===== src/rtl/prld_pkg.sv =====
// shared types and constants of the palette run-length decoder
package prld_pkg;

    // palette geometry
    localparam int PALETTE_DEPTH = 1024;
    localparam int PAL_ADDR_W    = $clog2(PALETTE_DEPTH);
    localparam int COLOR_BITS    = 16;

    // token layout
    localparam int COUNT_BITS      = 3;
    localparam int INDEX_PART_BITS = 5;
    localparam int INDEX_BITS      = 2 * INDEX_PART_BITS;
    localparam int LEN_BITS        = 8;
    localparam int OUT_COLOR_BITS  = 16;

    localparam logic [COUNT_BITS-1:0] ESCAPE_HIGH = 3'd7;
    localparam logic [COUNT_BITS-1:0] COUNT_RAW   = 3'd0;

    // item operation codes
    localparam logic OP_DECODE = 1'b0;
    localparam logic OP_WRITE  = 1'b1;

    // result queue
    localparam int FIFO_DEPTH = 3;
    localparam int FIFO_PTR_W = $clog2(FIFO_DEPTH);
    localparam int FIFO_CNT_W = $clog2(FIFO_DEPTH + 1);

    // run found by the decoder, waiting for its palette lookup
    typedef struct packed {
        logic                  valid;
        logic [LEN_BITS-1:0]   len;
        logic [INDEX_BITS-1:0] idx;
    } t_run_req;

    // finished run
    typedef struct packed {
        logic [OUT_COLOR_BITS-1:0] color;
        logic [LEN_BITS-1:0]       len;
        logic [INDEX_BITS-1:0]     idx;
    } t_run;

endpackage


===== src/rtl/prld_fifo.sv =====
// small result queue behind the palette read
module prld_fifo (
    input  logic                                i_clk,
    input  logic                                i_rst_n,
    input  logic                                i_push,
    input  prld_pkg::t_run                      i_data,
    input  logic                                i_pop,
    output prld_pkg::t_run                      o_head,
    output logic [prld_pkg::FIFO_CNT_W-1:0]     o_count
);

    prld_pkg::t_run r_mem [prld_pkg::FIFO_DEPTH];
    logic [prld_pkg::FIFO_PTR_W-1:0] r_wr_ptr, r_rd_ptr;
    logic [prld_pkg::FIFO_CNT_W-1:0] r_count;
    logic                            w_pop;

    localparam logic [prld_pkg::FIFO_PTR_W-1:0] LAST_PTR =
        prld_pkg::FIFO_PTR_W'(prld_pkg::FIFO_DEPTH - 1);

    assign w_pop = i_pop && (r_count != '0);

    // entry storage
    always_ff @(posedge i_clk) begin
        if (i_push) begin
            r_mem[r_wr_ptr] <= i_data;
        end
    end

    // pointers and fill count
    always_ff @(posedge i_clk) begin
        if (!i_rst_n) begin
            r_wr_ptr <= '0;
            r_rd_ptr <= '0;
            r_count  <= '0;
        end else begin
            if (i_push) begin
                r_wr_ptr <= (r_wr_ptr == LAST_PTR) ? '0 : r_wr_ptr + 1'b1;
            end
            if (w_pop) begin
                r_rd_ptr <= (r_rd_ptr == LAST_PTR) ? '0 : r_rd_ptr + 1'b1;
            end
            case ({i_push, w_pop})
                2'b10:   r_count <= r_count + 1'b1;
                2'b01:   r_count <= r_count - 1'b1;
                default: r_count <= r_count;
            endcase
        end
    end

    assign o_head  = r_mem[r_rd_ptr];
    assign o_count = r_count;

endmodule


===== config.mk =====
export PLATFORM = sky130hd
export DESIGN_NAME = prld_fifo
export DESIGN_NICKNAME = d
export VERILOG_FILES = /design/src/rtl/prld_pkg.sv /design/src/rtl/prld_fifo.sv
export SDC_FILE = /design/constraint.sdc
export NUM_CORES = 1
export LEC_CHECK = 0
export ABC_AREA = 1
export ABC_CLOCK_PERIOD_IN_PS = 5000
export BUFFER_PORTS_ARGS = -buffer_cell sky130_fd_sc_hd__buf_2
export CAP_MARGIN = 0
export CORE_MARGIN = 8
export CORE_UTILIZATION = 55
export CTS_CLUSTER_SIZE = 20
export DETAILED_ROUTE_END_ITERATION = 7
export GPL_ROUTABILITY_DRIVEN = 0
export PLACE_DENSITY = 0.79
export SLEW_MARGIN = 5
export SYNTH_ARGS = -nofsm -noshare
export SYNTH_HDL_FRONTEND = slang
export SYNTH_SLANG_ARGS = --single-unit

===== constraint.sdc =====
create_clock -name i_clk -period 5 [get_ports i_clk]
set_clock_uncertainty 0.1 [all_clocks]
set_input_delay 0.75 -clock i_clk [delete_from_list [all_inputs] [get_ports i_clk]]
set_output_delay 0.75 -clock i_clk [all_outputs]
set_load 0.005 [all_outputs]

* Yosys cells after proc, flatten, opt, wreduce, memory -nomap -nowiden *
Memories as Yosys holds them, arrays and structs flattened. A register that Yosys moved wholly into a read port is not among the register bits.
Index checks and enable logic that the tools add are counted.

word-level totals
  bits of input ports = 38
  word-level logic and storage cells = 22
  bits in registers = 6
  RAM bits = 102
  memories = 1

memories
  name   words  bits a word  read ports  clocked after memory_dff  write ports  RTL line         RTL
  r_mem  3      34           1           1                         1            prld_fifo.sv:12  prld_pkg::t_run r_mem [prld_pkg::FIFO_DEPTH];

operators by class
  add/sub/neg operators = 4
  equality and inequality tests = 4
  muxes and demuxes = 7
  reductions and logical operators = 3

operator list
  cell                                                                count
  2-bit two-way mux                                                   4
  2-bit by 1-bit adder with 2-bit output, second input constant       3
  2-bit == test, second input constant                                3
  2-bit one-hot mux with 2 select lines                               1
  2-bit nonzero test                                                  2
  2-bit by 1-bit == test with 1-bit output, second input constant     1
  1-bit two-way mux                                                   2
  2-bit by 1-bit subtractor with 2-bit output, second input constant  1
  1-bit logical AND                                                   1

* Longest topological paths before layout *
  depth after elaboration = 4
  mapped depth = 8

* Least setup slack after synthesis *
OpenSTA, ideal clock, no wires.

  path type = input-to-reg
  start = input i_push
  end = memory r_mem[2][0] (netlist bit) (enable)
  stages on the path = 2
  slack = 1.286 ns
  setup time = 0.468 ns
  buffers on the path = 0
  arrival time = 3.146 ns
  cells stage by stage = inv_1 nor3_1

on the way
  word-level cells in the longest chain between the ends = 2

RTL lines
  element                                  RTL line         RTL
  from (decl)                              prld_fifo.sv:5   input logic i_push,
  1-bit two-way mux                        prld_fifo.sv:24  if (i_push) begin
  1-bit two-way mux (implied by the code)  prld_fifo.sv:25  r_mem[r_wr_ptr] <= i_data;
  to (decl)                                prld_fifo.sv:12

Every way passes these cells.

==> impl_metrics.yaml <==
setup_path:
  path_max_fanout: 35
  start_kind: "register"
  cpMaxStageDelayCell: "dfxtp_2"
  end_kind: "output port"
  cpPeakStageDelay_ns: 0.83
  cp_data_required_time_ns: 4.15
  crit_path_cell_trace: "inv_6 -> nor2_1 -> a21oi_1 -> buf_2"
  path_delay_family: "flip-flops"
  worstSetupPathType: "reg -> out"
  arrival_ns: 1.81
  worst-path-buf-inv: 2
sta:
  min_period_over_period_pct: 53.3
  maxSlewViolCount: 0
  worstMarginPinSlew_ns: 0.789
  holdWs_ns: 0.373
  fmaxAchievable_ghz: 0.376
  fin_crit_ns: 2.66
  relSlewSlack_pct: 47.4
  tns_ns: 0
  finalWorstSetupSlack_ns: 2.34
  rsz0062_at_grt: "no"
  setup_viol: 0
  timing_hold_violations_final: 0
pwr:
  ir_drop_mv: 0.205
  cellLeakagePower_uw: 0.00178
  powerDensity_mw_per_mm2: 386
clock_network:
  postCtsHoldBufs: 0
  clock_latency_ns: 0.35
  numCtsBuffers: 9
  cts_setup_buffers: 0
  cts.root.buffer_cell: "clkbuf_8"
  cts_tree: "yes"
  clk_path_buf_depth: 2
  clk_pin_slew_ns: 0.09
  cts_resized: 0
  clock-sinks: 110
  htreeDepth: 3
placed_design:
  dpl.hpwl_um: 4770
  port_buffers: 73
  preCtsSetupSlack_ns: 2.69
  dp_cells: 465
routing:
  routedWlPerCell_um: 16.3
  vias: 2476
  drt-total-wl_um: 7840
  drtIter0Drc: 112
  via_per_inst: 5.15
  drtPass1Iterations: 4
  drc: 0
  ant_nets: 0
global_route:
  antenna_found_initial: 0
  grt_pass1_wl_um: 12200
  grt_overflow: 0
  grt_pass1_vias: 2522
  grt_max_degree: 36
  grt_usage_pct: 15.2
die:
  io_pins: 74
  core-area_sq_mm: 0.00757
  die_h_um: 103
  start_util_pct: 55.3
  die_w_um: 103
  die_area_sq_mm: 0.0107
  num_rows: 32
finish:
  antenna_cells: 0
  nets: 413
  instances_no_fill: 481
  fill_cells: 594
  syn2layout_area_growth_pct: 13.1
  drive_gt1_share_pct: 27.2
logic_synthesis:
  ys_seq_area_share_pct: 77.0
  ys.flop_type: "edfxtp_1"
  synthArstFlopShare_pct: 0
  synth_top_area_share_pct: 73.2
  synth_area_leader_cell: "edfxtp_1"
  netlist_instances: 301
  synth_edf_count: 102
  synth_area_leaders: "edfxtp_1, a21oi_1, nor2_1"
  syn_nets: 340
  syn_area_sq_mm: 0.00419
  synth.distinct_cells: 19
  ys_seq_elements: 110
  yosysMostFrequentCell: "edfxtp_1"
  syn_area_per_cell_sq_um: 13.9
  yosys_warnings: 0
  synth_commonest_cells: "edfxtp_1, a21oi_1, nor2_1"
status:
  status: "complete, no violations"
min_path:
  worstHoldPathType: "reg -> reg"
run:
  drv_cap: 0
-- layout make-up --
| class | count | area [sq um] | share of cell area (%) |
|---|---|---|---|
| clock buffers | 9 | 124 | 2.62 |
| clock inverters | 7 | 51.3 | 1.08 |
| inverters | 13 | 61.3 | 1.30 |
| multi-input cells | 164 | 756 | 16.0 |
| flip-flops and latches | 110 | 3230 | 68.1 |
| well taps | 102 | 128 | 2.70 |
| repair buffers | 76 | 388 | 8.19 |
-- per-layer routing --
layer,share of wire (%),track usage (%)
met2,51,25.0
met3,5.9,3.28
met4,1.3,6.45
met5,0,0
met1,42,19.1
-- tightest hold or removal path, delay by kind of cell (launching register included) --
family	cells	cell delay, ns
DFF	1	0.32
and+or+nand+nor	1	0.06
AOI/OAI and AO/OA	1	0.06
-- layout by cell type (no fill, tap or decap), drive strengths merged --
cell type and n:
dfxtp 8, clkinv 3, clkinvlp 4, edfxtp 102, nand4 1, nand3 2
o21ai 4, a21oi 71, clkbuf 9, nand2 40, nor3 1, ha 1
buf 76, nor2 44, inv 13
-- per-stage QoR --
step                util [%]  total power [uW]  cell area (sq um)
floorplan                  -              1280               4190
global placement        60.2              1380               4560
detailed placement      60.2              1390               4560
CTS                     62.5              1850               4730
global route            62.5              1920               4730
finish                  62.5              1830               4730
-- flip-flops by register name (all words and copies together), names as in the netlist, named ones only --
register and flops:
o_count 2, r_rd_ptr 2, r_mem 102, r_wr_ptr 2
-- final timing paths --
path                            cells past startpoint                        to  slack, ns                     start
worst min register to register                      2  r_wr_ptr[1]$_SDFFE_PN0P_       0.37  r_wr_ptr[1]$_SDFFE_PN0P_
worst max register to register                      8   o_count[1]$_SDFFE_PN0P_       3.46   o_count[0]$_SDFFE_PN0P_
worst max-delay path                                4                o_head[28]       2.34                  register
worst min-delay path                                2  r_wr_ptr[1]$_SDFFE_PN0P_       0.37  r_wr_ptr[1]$_SDFFE_PN0P_
-- logic make-up (layout without fill, tap and decap cells) --
family | count (synthesis) | in the layout | share of synthesized area (%)
compound gates | 75 | 75 | 9.59
fa+ha+maj | 1 | 1 | 0.299
buf+inv | 27 | 105 | 5.08
flops | 110 | 110 | 77.0
simple gates | 88 | 88 | 8.04
-- power breakdown --
group	switching [uW]	leakage (uW)	internal (uW)
Sequential	41.4	0.00101	1050
Combinational	156	0.000699	114
Clock	283	0.0000751	181
(Power assumes the default switching activity.)
