File: src/rtl/prld_pkg.sv
// shared types and constants of the palette run-length decoder
package prld_pkg;

    // palette geometry
    localparam int PALETTE_DEPTH = 1024;
    localparam int PAL_ADDR_W    = $clog2(PALETTE_DEPTH);
    localparam int COLOR_BITS    = 16;

    // token layout
    localparam int COUNT_BITS      = 3;
    localparam int INDEX_PART_BITS = 5;
    localparam int INDEX_BITS      = 2 * INDEX_PART_BITS;
    localparam int LEN_BITS        = 8;
    localparam int OUT_COLOR_BITS  = 16;

    localparam logic [COUNT_BITS-1:0] ESCAPE_HIGH = 3'd7;
    localparam logic [COUNT_BITS-1:0] COUNT_RAW   = 3'd0;

    // item operation codes
    localparam logic OP_DECODE = 1'b0;
    localparam logic OP_WRITE  = 1'b1;

    // result queue
    localparam int FIFO_DEPTH = 3;
    localparam int FIFO_PTR_W = $clog2(FIFO_DEPTH);
    localparam int FIFO_CNT_W = $clog2(FIFO_DEPTH + 1);

    // run found by the decoder, waiting for its palette lookup
    typedef struct packed {
        logic                  valid;
        logic [LEN_BITS-1:0]   len;
        logic [INDEX_BITS-1:0] idx;
    } t_run_req;

    // finished run
    typedef struct packed {
        logic [OUT_COLOR_BITS-1:0] color;
        logic [LEN_BITS-1:0]       len;
        logic [INDEX_BITS-1:0]     idx;
    } t_run;

endpackage

File: src/rtl/prld_decode.sv
// token parser: phase, high index and pending low index
module prld_decode (
    input  logic                    i_clk,
    input  logic                    i_rst_n,
    input  logic                    i_accept,
    input  logic                    i_start,
    input  logic [7:0]              i_byte,
    output prld_pkg::t_run_req      o_req
);

    typedef enum logic [1:0] {
        PH_TOKEN  = 2'd0,
        PH_LOW    = 2'd1,
        PH_LENGTH = 2'd2
    } t_phase;

    t_phase r_phase, n_phase;
    logic [prld_pkg::INDEX_PART_BITS-1:0] r_high, n_high;
    logic [prld_pkg::INDEX_PART_BITS-1:0] r_pend, n_pend;

    logic [prld_pkg::COUNT_BITS-1:0]      w_cnt;
    logic [prld_pkg::INDEX_PART_BITS-1:0] w_part;
    logic [prld_pkg::INDEX_PART_BITS-1:0] w_high_eff;
    logic [prld_pkg::INDEX_PART_BITS-1:0] w_low;
    logic [prld_pkg::LEN_BITS-1:0]        w_len;
    logic                                 w_emit;
    logic [1:0]                           w_phase_eff;

    assign w_cnt  = i_byte[prld_pkg::COUNT_BITS-1:0];
    assign w_part = i_byte[7:prld_pkg::COUNT_BITS];

    // next decode state and run request
    always_comb begin
        w_phase_eff = i_start ? PH_TOKEN : r_phase;
        w_high_eff  = i_start ? '0 : r_high;
        n_phase     = PH_TOKEN;
        n_high      = w_high_eff;
        n_pend      = r_pend;
        w_low       = w_part;
        w_len       = prld_pkg::LEN_BITS'(w_cnt);
        w_emit      = 1'b0;
        unique case (w_phase_eff)
            PH_LENGTH: begin
                w_low  = r_pend;
                w_len  = i_byte;
                w_emit = (i_byte != '0);
            end
            default: begin
                if (w_phase_eff != PH_LOW && w_cnt == prld_pkg::ESCAPE_HIGH) begin
                    // high token: load sticky high part
                    n_high  = w_part;
                    n_phase = PH_LOW;
                end else if (w_cnt == prld_pkg::COUNT_RAW) begin
                    // raw length byte follows
                    n_pend  = w_part;
                    n_phase = PH_LENGTH;
                end else begin
                    w_emit = 1'b1;
                end
            end
        endcase
    end

    // state registers
    always_ff @(posedge i_clk) begin
        if (!i_rst_n) begin
            r_phase <= PH_TOKEN;
            r_high  <= '0;
            r_pend  <= '0;
        end else if (i_accept) begin
            r_phase <= n_phase;
            r_high  <= n_high;
            r_pend  <= n_pend;
        end
    end

    assign o_req.valid = i_accept && w_emit;
    assign o_req.len   = w_len;
    assign o_req.idx   = {w_high_eff, w_low};

endmodule

File: config.mk
export PLATFORM = sky130hd
export DESIGN_NAME = prld_decode
export DESIGN_NICKNAME = d
export VERILOG_FILES = /design/src/rtl/prld_pkg.sv /design/src/rtl/prld_decode.sv
export SDC_FILE = /design/constraint.sdc
export NUM_CORES = 1
export LEC_CHECK = 0
export BUFFER_PORTS_ARGS = -buffer_cell sky130_fd_sc_hd__clkbuf_2
export CORE_MARGIN = 2
export CORE_UTILIZATION = 45
export DETAILED_ROUTE_END_ITERATION = 8
export PLACE_DENSITY = 0.78
export SLEW_MARGIN = 20
export SYNTH_ARGS = -nofsm -noshare
export SYNTH_HDL_FRONTEND = slang
export SYNTH_SLANG_ARGS = --single-unit
export TNS_END_PERCENT = 20
File: constraint.sdc
create_clock -name i_clk -period 2.11 [get_ports i_clk]
set_clock_uncertainty 0.05 [all_clocks]
set_input_delay 0.422 -clock i_clk [delete_from_list [all_inputs] [get_ports i_clk]]
set_output_delay 0.422 -clock i_clk [all_outputs]
set_load 0.1 [all_outputs]
Word-level counts from Yosys, hierarchy flattened. Cells that the tools add are included.

Bits in registers: 12. Bits of input ports: 12. Output and inout bits: 19. Logic and storage cells: 25.

Equal/unequal tests: 3. Multiplexer cells: 12. Bitwise logic cells: 2. Reduce and logical (&&, ||, !) cells: 5.

Operator list (number): 2-to-1 mux 5 bit (4); 2-to-1 mux 2 bit (4); 2-to-1 mux 8 bit (1); nonzero test 8 bit (1); AND reduction 4 bit (1); == test 3 bit (second input constant) (1); zero test 3 bit (1); 2-to-1 mux 1 bit (3); == test 2 bit (second input constant) (1); logical AND 1 bit (2); inequality test 2 x 1 -> 1 bit (second input constant) (1); inverter 1 bit (2).

Logic depth before layout (Yosys ltp).
Depth after elaboration: 6. Mapped depth: 4. Gate-level depth less buffers: 3.

Worst setup path after synthesis. OpenSTA, ideal clock, no wires.

Path kind: input-to-output. Start point: in i_start. End point: out o_req[5] (netlist name). Arrival time: 1.940 ns. Data required time: 1.638 ns. Slack: -0.302 ns. Stages: 2. Path buffers: 1. Cells stage by stage: clkbuf_1 -> nor2b_1.

RTL lines: start: declaration (RTL line prld_decode.sv:6) `input logic i_start,`; end: declaration (RTL line prld_decode.sv:8) `output prld_pkg::t_run_req o_req`.

==> impl_metrics.env <==
export IMPL_routed_via_density=5.49
export IMPL_synthSimpleGateAreaFrac=0.256
export IMPL_grt_overflow=0
export IMPL_fin_cells=125
export IMPL_dpl_cell_count=119
export IMPL_setup_ws_ns=0.00705
export IMPL_gp_congestion=0.658
export IMPL_die_x_um=43.1
export IMPL_ant_nets=0
export IMPL_syn_area_per_cell_um2=9.19
export IMPL_first_global_vias=628
export IMPL_worst_pin_slew_ns=0.545
export IMPL_slowest_stage="or4_1"
export IMPL_rsz0062_at_grt="true"
export IMPL_grt_pass1_wl_um=2810
export IMPL_start_util=0.469
export IMPL_drt_total_wl_um=1860
export IMPL_track_usage=0.211
export IMPL_crit_chain="clkbuf_2, or4_1, o21a_1, o211a_1, buf_12"
export IMPL_dr_first_iter_drc_count=15
export IMPL_total_power_mw=0.612
export IMPL_cp_depth=5
export IMPL_setup_viol=0
export IMPL_netlist_instances=75
export IMPL_p_leak_nw=0.509
export IMPL_coreArea_um2=1470
export IMPL_r2r_start="r_phase[1]"
export IMPL_status="finished, final reports clean"
export IMPL_end_kind="output pin"
export IMPL_clock_sinks=12
export IMPL_final_nets=122
export IMPL_path_clk_slew_ns=0.08
export IMPL_synthTopCellsByCount="12 x dfxtp_1, 10 x nand2_1, 6 x and2_1"
export IMPL_worst_ep_required_time_ns=1.64
export IMPL_firstDrtPassIters=4
export IMPL_crit_path_start_kind="primary input"
export IMPL_ir_worst_vdd_uv=504
export IMPL_path_delay_family="simple AND/OR/NAND/NOR gates"
export IMPL_fillers=102
export IMPL_crit_buf_inv=2
export IMPL_cts_buffers=3
export IMPL_power_density_nw_per_um2=557
export IMPL_port_buffers=30
export IMPL_htree_levels=1
export IMPL_synth_top_family_by_area="simple AND/OR/NAND/NOR gates"
export IMPL_yosysSeqAreaShare=0.348
export IMPL_synth_adder_area_share=0
export IMPL_synth_edf_count=0
export IMPL_syn_nets=87
export IMPL_die_y_um=43.1
export IMPL_ys_warnings_count=0
export IMPL_muxShareOfSynthArea=0.154
export IMPL_drv_cap=0
export IMPL_multiInputGateArea_um2=410
export IMPL_crit_type="primary input to output pin"
export IMPL_antenna_found_initial=0
export IMPL_clock_path_buffers=2
export IMPL_crit_start="i_byte[3]"
export IMPL_hold_viol_final=0
export IMPL_io_pins=31
export IMPL_diodes=0
export IMPL_async_flop_share=0
export IMPL_dpl_hpwl_um=1310
export IMPL_ys_flop_type="dfxtp_1"
export IMPL_num_vias=686
export IMPL_synth_top_cell_area_share=0.348
export IMPL_clock_latency_ns=0.28
export IMPL_critPathMaxFanout=2
export IMPL_post_route_period_util=0.997
export IMPL_relSlewSlack=0.638
export IMPL_grt_max_degree=19
export IMPL_synth_top_area_cell="dfxtp_1"
export IMPL_min_path_type="primary input to flip-flop"
export IMPL_post_drt_wl_per_cell_um=14.8
export IMPL_finalCriticalPeriod_ns=2.10
export IMPL_synth_area_um2=689
export IMPL_dieArea_um2=1860
export IMPL_cp_arrival_ns=1.63
export IMPL_cts_tree="yes"
export IMPL_reg2reg_to="r_pend[1]"
export IMPL_critPathMaxStageDelay_ns=0.53
export IMPL_maxSlewViolCount=0
export IMPL_final_seq_area_um2=244
export IMPL_r2r_cells=4
export IMPL_synth_area_leaders="dfxtp_1 35%, mux2_2 8.2%, a32o_1 7.3%"
export IMPL_row_count=14
export IMPL_drcViolationCount=0
export IMPL_cts_root_buf="clkbuf_4"
export IMPL_r2r_slack_ns=0.52
export IMPL_max_freq_mhz=476
export IMPL_crit_end="o_req[18]"
export IMPL_area_growth_pct=59.5
export IMPL_dp_slack_ns=-0.0112
export IMPL_synth_seq_cells=12
export IMPL_synth_compound_area_frac=0.156
export IMPL_synth_xor_area_share=0.0127
export IMPL_yosysUniqueCellTypes=27
export IMPL_yosysMostFrequentCell="dfxtp_1"
export IMPL_drive_above_1_share=0.450
==> through the flow <==
stage                      util  TNS [ns]  instance area, um^2  hold slack [ns]
after floorplan               -     -1.62                  689            0.385
after global placement    0.702   -0.0186                 1030            0.391
after detailed placement  0.702   -0.0112                 1030            0.406
after CTS                 0.732         0                 1080            0.380
after global routing      0.747   -0.0115                 1100            0.416
final                     0.747         0                 1100            0.388
==> cell type report <==
type	count	share of cell area
multi-input combinational	55	0.373
timing repair buffer	38	0.354
sequential	12	0.222
clock buffer	4	0.0330
tap	16	0.0182
==> flip-flops by register name (all words and copies together), names as in the netlist <==
register / cells
r_pend: 5
r_high: 5
r_phase: 2
==> worst reg2reg max path, cell delays in order (launching register included) <==
cell	delay, ns
dfxtp_4	0.37
nor3b_4	0.16
buf_2	0.16
or3b_1	0.55
mux2i_1	0.19
==> worst min-delay path by stage <==
stage / start / endpoint / slack (ns) / depth (start not counted)
after floorplan: r_pend[0] / r_pend[0] / 0.38 / 2
after global placement: r_pend[4] / r_pend[4] / 0.39 / 2
after detailed placement: r_pend[1] / r_pend[1] / 0.41 / 2
after CTS: i_byte[7] / r_pend[4] / 0.38 / 3
after global routing: i_byte[7] / r_high[4] / 0.42 / 2
final: i_byte[7] / r_pend[4] / 0.39 / 3
==> per-layer routing <==
| metal | global-route usage | wire [um] |
|---|---|---|
| met2 | 0.343 | 968 |
| met4 | 0.115 | 46 |
| met3 | 0.0681 | 76 |
| met5 | 0 | 0 |
| met1 | 0.241 | 764 |
==> kinds of logic (layout without fill, tap and decap cells) <==
kind of cell	after synthesis	in the layout
AND/OR/NAND/NOR	31	31
AO/OA/AOI/OAI	13	13
flip-flops	12	12
multiplexers	10	10
buffers and inverters	8	42
XOR/XNOR	1	1
==> what timing repair did <==
| item | in CTS | in global routing |
|---|---|---|
| gates resized for setup | 1 | 5 |
| buffers inserted | 1 | 0 |
| pin swaps | 1 | 1 |
| gates cloned | 0 | 1 |
| hold endpoints to repair | 0 | 0 |
| endpoints found under the setup margin | 6 | 8 |
| hold buffers | 0 | 0 |
==> layout by cell type, fill, tap and decap left out, types with 2 or more instances in the layout <==
cell type	instances
nand2b_1	2
dfxtp_1	11
clkbuf_4	3
mux2_2	5
and2_1	6
buf_4	11
mux2i_1	5
a32o_1	5
o21ai_0	2
nand2_1	10
nor2b_1	5
buf_12	11
clkbuf_2	14
==> power breakdown <==
part           total, mW  internal (mW)  leakage, nW  switching [mW]
registers          0.235          0.231       0.0980         0.00425
clock network      0.184          0.105       0.0210          0.0795
logic              0.193         0.0642        0.390           0.129
total              0.612          0.400        0.509           0.213
(Power assumes the default switching activity.)
